--- config.mk ---
export PLATFORM = sky130hd
export DESIGN_NAME = bnc_core
export DESIGN_NICKNAME = d
export VERILOG_FILES = /design/src/bnc_pkg.sv /design/src/bnc_core.sv
export VERILOG_INCLUDE_DIRS = /design/src /design/src/src
export SDC_FILE = /design/constraint.sdc
export NUM_CORES = 1
export LEC_CHECK = 0
export BUFFER_PORTS_ARGS = -buffer_cell sky130_fd_sc_hd__buf_2
export CORE_ASPECT_RATIO = 0.8
export CORE_MARGIN = 4
export CORE_UTILIZATION = 49
export DETAILED_ROUTE_END_ITERATION = 16
export PLACE_DENSITY = 0.69
export SKIP_CTS_REPAIR_TIMING = 1
export SLEW_MARGIN = 15
export SYNTH_ARGS = -nofsm -noshare
export SYNTH_HDL_FRONTEND = slang
export SYNTH_SLANG_ARGS = --single-unit
--- constraint.sdc ---
create_clock -name clk_i -period 7.8 [get_ports clk_i]
set_input_delay 1.56 -clock clk_i [delete_from_list [all_inputs] [get_ports clk_i]]
set_output_delay 1.56 -clock clk_i [all_outputs]
set_load 0.01 [all_outputs]
--- src/assert_macros.svh ---
// ----------------------------------------------------------------------------
// assert_macros.svh
// concurrent assertion macros, empty in synthesis
// ----------------------------------------------------------------------------
`ifndef ASSERT_MACROS_SVH
`define ASSERT_MACROS_SVH

`ifndef SYNTHESIS
`define BNC_ASSERT(lbl, clk, rst_n, prop, msg) \
  lbl: assert property (@(posedge clk) disable iff (!rst_n) (prop)) else $error(msg);
`define BNC_ASSERT_NEVER(lbl, clk, rst_n, expr, msg) \
  lbl: assert property (@(posedge clk) disable iff (!rst_n) !(expr)) else $error(msg);
`else
`define BNC_ASSERT(lbl, clk, rst_n, prop, msg)
`define BNC_ASSERT_NEVER(lbl, clk, rst_n, expr, msg)
`endif

`endif

--- src/bnc_pkg.sv ---
// ----------------------------------------------------------------------------
// bnc_pkg
// shared constants, types and helpers of the bracket nesting checker
// ----------------------------------------------------------------------------
package bnc_pkg;

  localparam int unsigned STACK_DEPTH = 4096;
  localparam int unsigned DEPTH_W     = $clog2(STACK_DEPTH + 1);
  localparam int unsigned ADDR_W      = $clog2(STACK_DEPTH);
  localparam int unsigned POS_W       = 16;

  localparam logic [7:0] CH_LPAREN = 8'h28;
  localparam logic [7:0] CH_RPAREN = 8'h29;
  localparam logic [7:0] CH_STAR   = 8'h2A;
  localparam logic [7:0] CH_LT     = 8'h3C;
  localparam logic [7:0] CH_GT     = 8'h3E;
  localparam logic [7:0] CH_LBRACK = 8'h5B;
  localparam logic [7:0] CH_RBRACK = 8'h5D;
  localparam logic [7:0] CH_LBRACE = 8'h7B;
  localparam logic [7:0] CH_RBRACE = 8'h7D;

  typedef enum logic [2:0] {
    KIND_ROUND  = 3'd0,
    KIND_SQUARE = 3'd1,
    KIND_CURLY  = 3'd2,
    KIND_ANGLE  = 3'd3,
    KIND_STAR   = 3'd4
  } kind_e;

  typedef struct packed {
    logic              balanced;
    logic [POS_W-1:0]  position;
    logic              overflow;
  } res_t;

  typedef struct packed {
    logic              wr_en;
    logic [ADDR_W-1:0] wr_addr;
    kind_e             wr_data;
    logic [ADDR_W-1:0] rd_addr;
  } ram_req_t;

  function automatic logic [POS_W-1:0] sat_inc(input logic [POS_W-1:0] v);
    sat_inc = (v == {POS_W{1'b1}}) ? v : v + POS_W'(1);
  endfunction

endpackage

--- src/bnc_core.sv ---
// ----------------------------------------------------------------------------
// bnc_core
// token decode, top-of-stack cache and line state of the nesting checker
// ----------------------------------------------------------------------------
`include "assert_macros.svh"

module bnc_core (
  input  logic               clk_i,
  input  logic               rst_ni,
  input  logic               item_acc_i,
  input  logic [7:0]         symbol_i,
  input  logic               has_symbol_i,
  input  logic               last_i,
  output logic               res_valid_o,
  output bnc_pkg::res_t      res_o,
  output bnc_pkg::ram_req_t  ram_req_o,
  input  bnc_pkg::kind_e     rd_data_i
);

  logic [bnc_pkg::DEPTH_W-1:0] depth_q, depth_d;
  bnc_pkg::kind_e              top_q, top_d;
  logic [bnc_pkg::POS_W-1:0]   cnt_q, cnt_d;
  logic [bnc_pkg::POS_W-1:0]   cnt_inc;
  logic [bnc_pkg::POS_W-1:0]   fpos_q, fpos_d;
  logic                        pend_p_q, pend_p_d;
  logic                        pend_s_q, pend_s_d;
  logic                        failed_q, failed_d;
  logic                        ovf_q, ovf_d;
  logic                        fwd_q;
  bnc_pkg::kind_e              fwd_data_q;
  bnc_pkg::kind_e              sec;
  logic                        full;
  logic                        tok_new;
  logic                        push_en, pop_en, mod_en;
  bnc_pkg::kind_e              push_kind;
  logic                        close_en;
  bnc_pkg::kind_e              close_kind;
  logic [bnc_pkg::DEPTH_W-1:0] depth_rd;

  assign sec     = fwd_q ? fwd_data_q : rd_data_i;
  assign full    = (depth_q == bnc_pkg::DEPTH_W'(bnc_pkg::STACK_DEPTH));
  assign cnt_inc = bnc_pkg::sat_inc(cnt_q);

  // token decode, at most one stack operation per item
  always_comb begin
    cnt_d      = cnt_q;
    fpos_d     = fpos_q;
    pend_p_d   = pend_p_q;
    pend_s_d   = pend_s_q;
    failed_d   = failed_q;
    ovf_d      = ovf_q;
    tok_new    = 1'b0;
    push_en    = 1'b0;
    pop_en     = 1'b0;
    mod_en     = 1'b0;
    push_kind  = bnc_pkg::KIND_ROUND;
    close_en   = 1'b0;
    close_kind = bnc_pkg::KIND_ROUND;

    if (item_acc_i && has_symbol_i && !failed_q) begin
      tok_new = 1'b1;
      if (pend_p_q) begin
        // tentative round bracket already sits on top
        pend_p_d = 1'b0;
        if (symbol_i == bnc_pkg::CH_STAR) begin
          mod_en  = 1'b1;
          tok_new = 1'b0;
        end
      end else if (pend_s_q) begin
        pend_s_d = 1'b0;
        if (symbol_i == bnc_pkg::CH_RPAREN) begin
          tok_new = 1'b0;
          if (depth_q == '0 || top_q != bnc_pkg::KIND_STAR) begin
            failed_d = 1'b1;
            fpos_d   = cnt_q;
            ovf_d    = 1'b0;
          end else begin
            pop_en = 1'b1;
          end
        end
      end

      if (tok_new) begin
        cnt_d = cnt_inc;
        case (symbol_i)
          bnc_pkg::CH_LPAREN: begin
            push_en   = 1'b1;
            push_kind = bnc_pkg::KIND_ROUND;
            pend_p_d  = 1'b1;
          end
          bnc_pkg::CH_STAR: begin
            pend_s_d = 1'b1;
          end
          bnc_pkg::CH_LBRACK: begin
            push_en   = 1'b1;
            push_kind = bnc_pkg::KIND_SQUARE;
          end
          bnc_pkg::CH_LBRACE: begin
            push_en   = 1'b1;
            push_kind = bnc_pkg::KIND_CURLY;
          end
          bnc_pkg::CH_LT: begin
            push_en   = 1'b1;
            push_kind = bnc_pkg::KIND_ANGLE;
          end
          bnc_pkg::CH_RPAREN: begin
            close_en   = 1'b1;
            close_kind = bnc_pkg::KIND_ROUND;
          end
          bnc_pkg::CH_RBRACK: begin
            close_en   = 1'b1;
            close_kind = bnc_pkg::KIND_SQUARE;
          end
          bnc_pkg::CH_RBRACE: begin
            close_en   = 1'b1;
            close_kind = bnc_pkg::KIND_CURLY;
          end
          bnc_pkg::CH_GT: begin
            close_en   = 1'b1;
            close_kind = bnc_pkg::KIND_ANGLE;
          end
          default: begin
          end
        endcase

        if (push_en && full) begin
          push_en  = 1'b0;
          pend_p_d = 1'b0;
          failed_d = 1'b1;
          fpos_d   = cnt_inc;
          ovf_d    = 1'b1;
        end
        if (close_en) begin
          if (depth_q == '0 || top_q != close_kind) begin
            failed_d = 1'b1;
            fpos_d   = cnt_inc;
            ovf_d    = 1'b0;
          end else begin
            pop_en = 1'b1;
          end
        end
      end
    end
  end

  // stack pointer and top-of-stack cache
  always_comb begin
    depth_d = depth_q;
    top_d   = top_q;
    if (push_en) begin
      depth_d = depth_q + bnc_pkg::DEPTH_W'(1);
      top_d   = push_kind;
    end else if (pop_en) begin
      depth_d = depth_q - bnc_pkg::DEPTH_W'(1);
      top_d   = sec;
    end else if (mod_en) begin
      top_d = bnc_pkg::KIND_STAR;
    end
  end

  assign depth_rd          = depth_d - bnc_pkg::DEPTH_W'(2);
  assign ram_req_o.wr_en   = push_en && (depth_q != '0);
  assign ram_req_o.wr_addr = depth_rd[bnc_pkg::ADDR_W-1:0];
  assign ram_req_o.wr_data = top_q;
  assign ram_req_o.rd_addr = depth_rd[bnc_pkg::ADDR_W-1:0];

  // line end result
  always_comb begin
    res_valid_o = item_acc_i && last_i;
    if (failed_d) begin
      res_o.balanced = 1'b0;
      res_o.position = fpos_d;
      res_o.overflow = ovf_d;
    end else if (depth_d != '0) begin
      res_o.balanced = 1'b0;
      res_o.position = bnc_pkg::sat_inc(cnt_d);
      res_o.overflow = 1'b0;
    end else begin
      res_o.balanced = 1'b1;
      res_o.position = '0;
      res_o.overflow = 1'b0;
    end
  end

  always_ff @(posedge clk_i or negedge rst_ni) begin
    if (!rst_ni) begin
      depth_q  <= '0;
      cnt_q    <= '0;
      fpos_q   <= '0;
      pend_p_q <= 1'b0;
      pend_s_q <= 1'b0;
      failed_q <= 1'b0;
      ovf_q    <= 1'b0;
      fwd_q    <= 1'b0;
    end else if (item_acc_i && last_i) begin
      depth_q  <= '0;
      cnt_q    <= '0;
      fpos_q   <= '0;
      pend_p_q <= 1'b0;
      pend_s_q <= 1'b0;
      failed_q <= 1'b0;
      ovf_q    <= 1'b0;
      fwd_q    <= push_en;
    end else begin
      depth_q  <= depth_d;
      cnt_q    <= cnt_d;
      fpos_q   <= fpos_d;
      pend_p_q <= pend_p_d;
      pend_s_q <= pend_s_d;
      failed_q <= failed_d;
      ovf_q    <= ovf_d;
      fwd_q    <= push_en;
    end
  end

  always_ff @(posedge clk_i) begin
    top_q      <= top_d;
    fwd_data_q <= top_q;
  end

  `BNC_ASSERT_NEVER(a_depth_max, clk_i, rst_ni, depth_q > bnc_pkg::DEPTH_W'(bnc_pkg::STACK_DEPTH), "stack depth beyond capacity")
  `BNC_ASSERT(a_pend_on_stack, clk_i, rst_ni, pend_p_q |-> depth_q != '0, "pending paren not on stack")
  `BNC_ASSERT_NEVER(a_pend_both, clk_i, rst_ni, pend_p_q && pend_s_q, "two pending characters")
  `BNC_ASSERT(a_fail_no_pend, clk_i, rst_ni, failed_q |-> !pend_p_q && !pend_s_q, "pending after failure")

endmodule

==> flow_summary.json <==
{
  "status": "complete, no violations",
  "maxSlewViolCount": 0,
  "fmax_ghz": 0.143,
  "cts_tree": "built",
  "gr-total-overflow": 0,
  "ant_nets": 0,
  "finalSetupTns_ns": 0,
  "drt_iter0_markers": 670,
  "holdPathStages": 0,
  "hold_class": "flip-flop to flip-flop",
  "ctsRootBufferMaster": "clkbuf_16",
  "areaGrowthSynthToFinish_pct": 9.52,
  "hold_viol": 0,
  "worstSetupStartpoint": "symbol_i[1]",
  "first_pass_iters": 6,
  "ys_types": 76,
  "ys.flop_type": "dfrtp_1",
  "hold_end": "fwd_data_q[1]",
  "netlist_area_um2": 4780,
  "fin_crit_sh_pct": 89.8,
  "fin_area_um2": 5240,
  "worstHoldStart": "top_q[1]",
  "grt_use_total_pct": 26.0,
  "clk_latency_ns": 0.31,
  "dp_hpwl_mm": 10.5,
  "drive_gt1_share_pct": 17.3,
  "cp.required_ns": 6.24,
  "reg2reg_from": "depth_q[6]",
  "rsz0062_at_grt": "false",
  "synth-edff-count": 3,
  "drc": 0,
  "drt-wirelength-per-cell_um": 19.5,
  "power_uw": 663,
  "ioPinCount": 63,
  "routed-wl-met2_mm": 5.97,
  "io_buffer_count": 62,
  "cts_max_level": 2,
  "slowest_stage": "a311oi_1",
  "fin_crit_ns": 7.01,
  "core_region_area_um2": 9270,
  "cp.arrival_ns": 5.45,
  "critPathCaptureType": "output pin",
  "dieArea_um2": 11400,
  "cp_max_fo": 11,
  "worstMarginPinSlew_ns": 1.11,
  "final_cell_mix": "nor2_1 (88), buf_2 (62), dfrtp_1 (50)",
  "reg2reg_slack_ns": 4.18,
  "top_layer": "met4",
  "r2r-end": "fpos_q[13]",
  "cp_cell_sequence": "buf_2, or3b_1, a211oi_1, mux2i_1, o41a_1, nor4_1, a311oi_1, and2b_2, nand4_4, o21ai_4, o22ai_1, buf_2",
  "yosysSeqAreaShare_pct": 29.3,
  "grt_max_degree": 51,
  "diodes": 0,
  "max-cap-violations": 0,
  "grt_pass1_vias": 4415,
  "cp_common_cell": "buf_2",
  "layout_commonest_cell": "nor2_1",
  "fin_skew_ns": 0.0129,
  "die_h_um": 96.4,
  "synth_nets": 616,
  "die_width_um": 118,
  "relSlewSlack_pct": 25.5,
  "fp-row-count": 31,
  "cts_buffers": 5,
  "via_count": 4771,
  "wl_mm": 14.5,
  "syn_inst": 595,
  "wl_met1_mm": 7.11,
  "async_flop_share_pct": 89.3,
  "syn_area_per_cell_um2": 8.04,
  "wl_met3_mm": 1.25,
  "cpPeakStageDelay_ns": 0.63,
  "crit_path_start_kind": "primary input",
  "yosys_warnings": 0,
  "grt_pass1_wl_mm": 23.7,
  "path_clk_slew_ns": 0.07,
  "place_congestion": 1.01,
  "vias_per_cell": 6.41,
  "postPlaceCellArea_um2": 5060,
  "clock_sinks": 56,
  "setup_viol": 0,
  "cts.path.max_buffers": 2,
  "ys_ff_latch": 56,
  "powerDensity_nw_per_um2": 127,
  "p_leak_nw": 2.14,
  "final_nets": 649,
  "start_util_pct": 51.6,
  "path_class": "primary input to output pin",
  "rr_worst_depth": 9,
  "ir_drop_mv": 0.105,
  "antenna_found_initial": 0
}
report_power, final:
group	internal [mW]	leakage [nW]	switching [mW]	total (mW)
Clock	0.161	0.0871	0.113	0.274
Combinational	0.0279	1.30	0.0580	0.0859
Sequential	0.296	0.753	0.00773	0.304
Total	0.485	2.14	0.178	0.663
cell families (layout without fill, tap and decap cells):
group,after synthesis,in the layout,share of synthesized area (%)
AO/OA/AOI/OAI,127,127,19.5
XOR/XNOR,39,39,7.14
adder cells (fa/ha/maj),5,5,1.31
buffers and inverters,60,94,6.28
flip-flops,56,56,29.3
multiplexers,17,17,3.71
AND/OR/NAND/NOR,291,291,32.8
critical path: cells and delay by family:
| kind | cells | cell delay [ns] |
|---|---|---|
| and+or+nand+nor | 4 | 0.97 |
| buffers and inverters | 2 | 0.38 |
| muxes | 1 | 0.43 |
| AOI/OAI and AO/OA | 5 | 2.11 |
metrics by stage:
stage / utilization [%] / hold slack (ns) / cells / worst slack [ns]
floorplan: - / 0.458 / 595 / 1.42
finish: 56.5 / 0.445 / 744 / 0.794
global placement: 54.6 / 0.419 / 736 / 0.958
detailed placement: 54.6 / 0.443 / 736 / 0.848
global route: 56.5 / 0.473 / 744 / 0.576
CTS: 56.5 / 0.449 / 744 / 0.835
worst max path at each step:
stage / to
CTS: res_o[15]
detailed placement: res_o[15]
finish: res_o[15]
global placement: res_o[15]
global route: res_o[15]
floorplan: res_o[7]
per-layer routing:
metal / GRT usage (%) / vias up
met1: 40.2 / 2281
li1: - / 2242
met4: 7.14 / 0
met3: 4.19 / 27
met2: 37.4 / 221
met5: 0 / -
final cells by class:
class	instances	area [um2]
fillers	860	4030
clock buffers	6	139
multi-input cells	479	3080
inverters	15	56.3
well taps	115	144
flip-flops and latches	56	1400
repair buffers	71	378
clock inverters	2	38.8
sequential cells by signal, summed over array words and instances (netlist names):
register and cells:
cnt_q 16, fwd_data_q 3, top_q 3, fpos_q 16, ovf_q 1, depth_q 13, failed_q 1, pend_p_q 1
fwd_q 1, pend_s_q 1
synthesized netlist by cell type (3+ instances only):
| cell type | number | share of area, % |
|---|---|---|
| o31ai_1 | 3 | 0.47 |
| ha_1 | 5 | 1.3 |
| inv_1 | 15 | 1.2 |
| o221ai_1 | 7 | 1.3 |
| nor2b_1 | 13 | 1.7 |
| a211oi_1 | 4 | 0.63 |
| buf_6 | 3 | 0.71 |
| edfxtp_1 | 3 | 1.9 |
| nand3b_1 | 5 | 0.78 |
| nand3_1 | 33 | 3.5 |
| a22oi_1 | 5 | 0.78 |
| nor3b_1 | 7 | 1.1 |
| mux2i_1 | 11 | 2.3 |
| dfrtp_1 | 50 | 26 |
| o21ai_0 | 18 | 1.9 |
| and2_1 | 6 | 0.78 |
| clkbuf_1 | 26 | 2.0 |
| or3_1 | 4 | 0.52 |
| nor2_1 | 88 | 6.9 |
| o211ai_1 | 4 | 0.63 |
| and3_1 | 14 | 1.8 |
| nand4_1 | 12 | 1.6 |
| nor3_1 | 18 | 1.9 |
| xor2_1 | 19 | 3.5 |
| a32oi_1 | 3 | 0.55 |
| nor4_1 | 13 | 1.7 |
| a21oi_1 | 31 | 3.2 |
| buf_4 | 13 | 2.0 |
| a31oi_1 | 7 | 0.92 |
| mux2_2 | 6 | 1.4 |
| dfxtp_1 | 3 | 1.3 |
| o22ai_1 | 18 | 2.4 |
| nand4b_1 | 5 | 0.92 |
| buf_2 | 3 | 0.31 |
| nand2b_1 | 4 | 0.52 |
| nand2_1 | 44 | 3.5 |
| xnor2_1 | 20 | 3.7 |
Power figures use the tool's default switching activity.
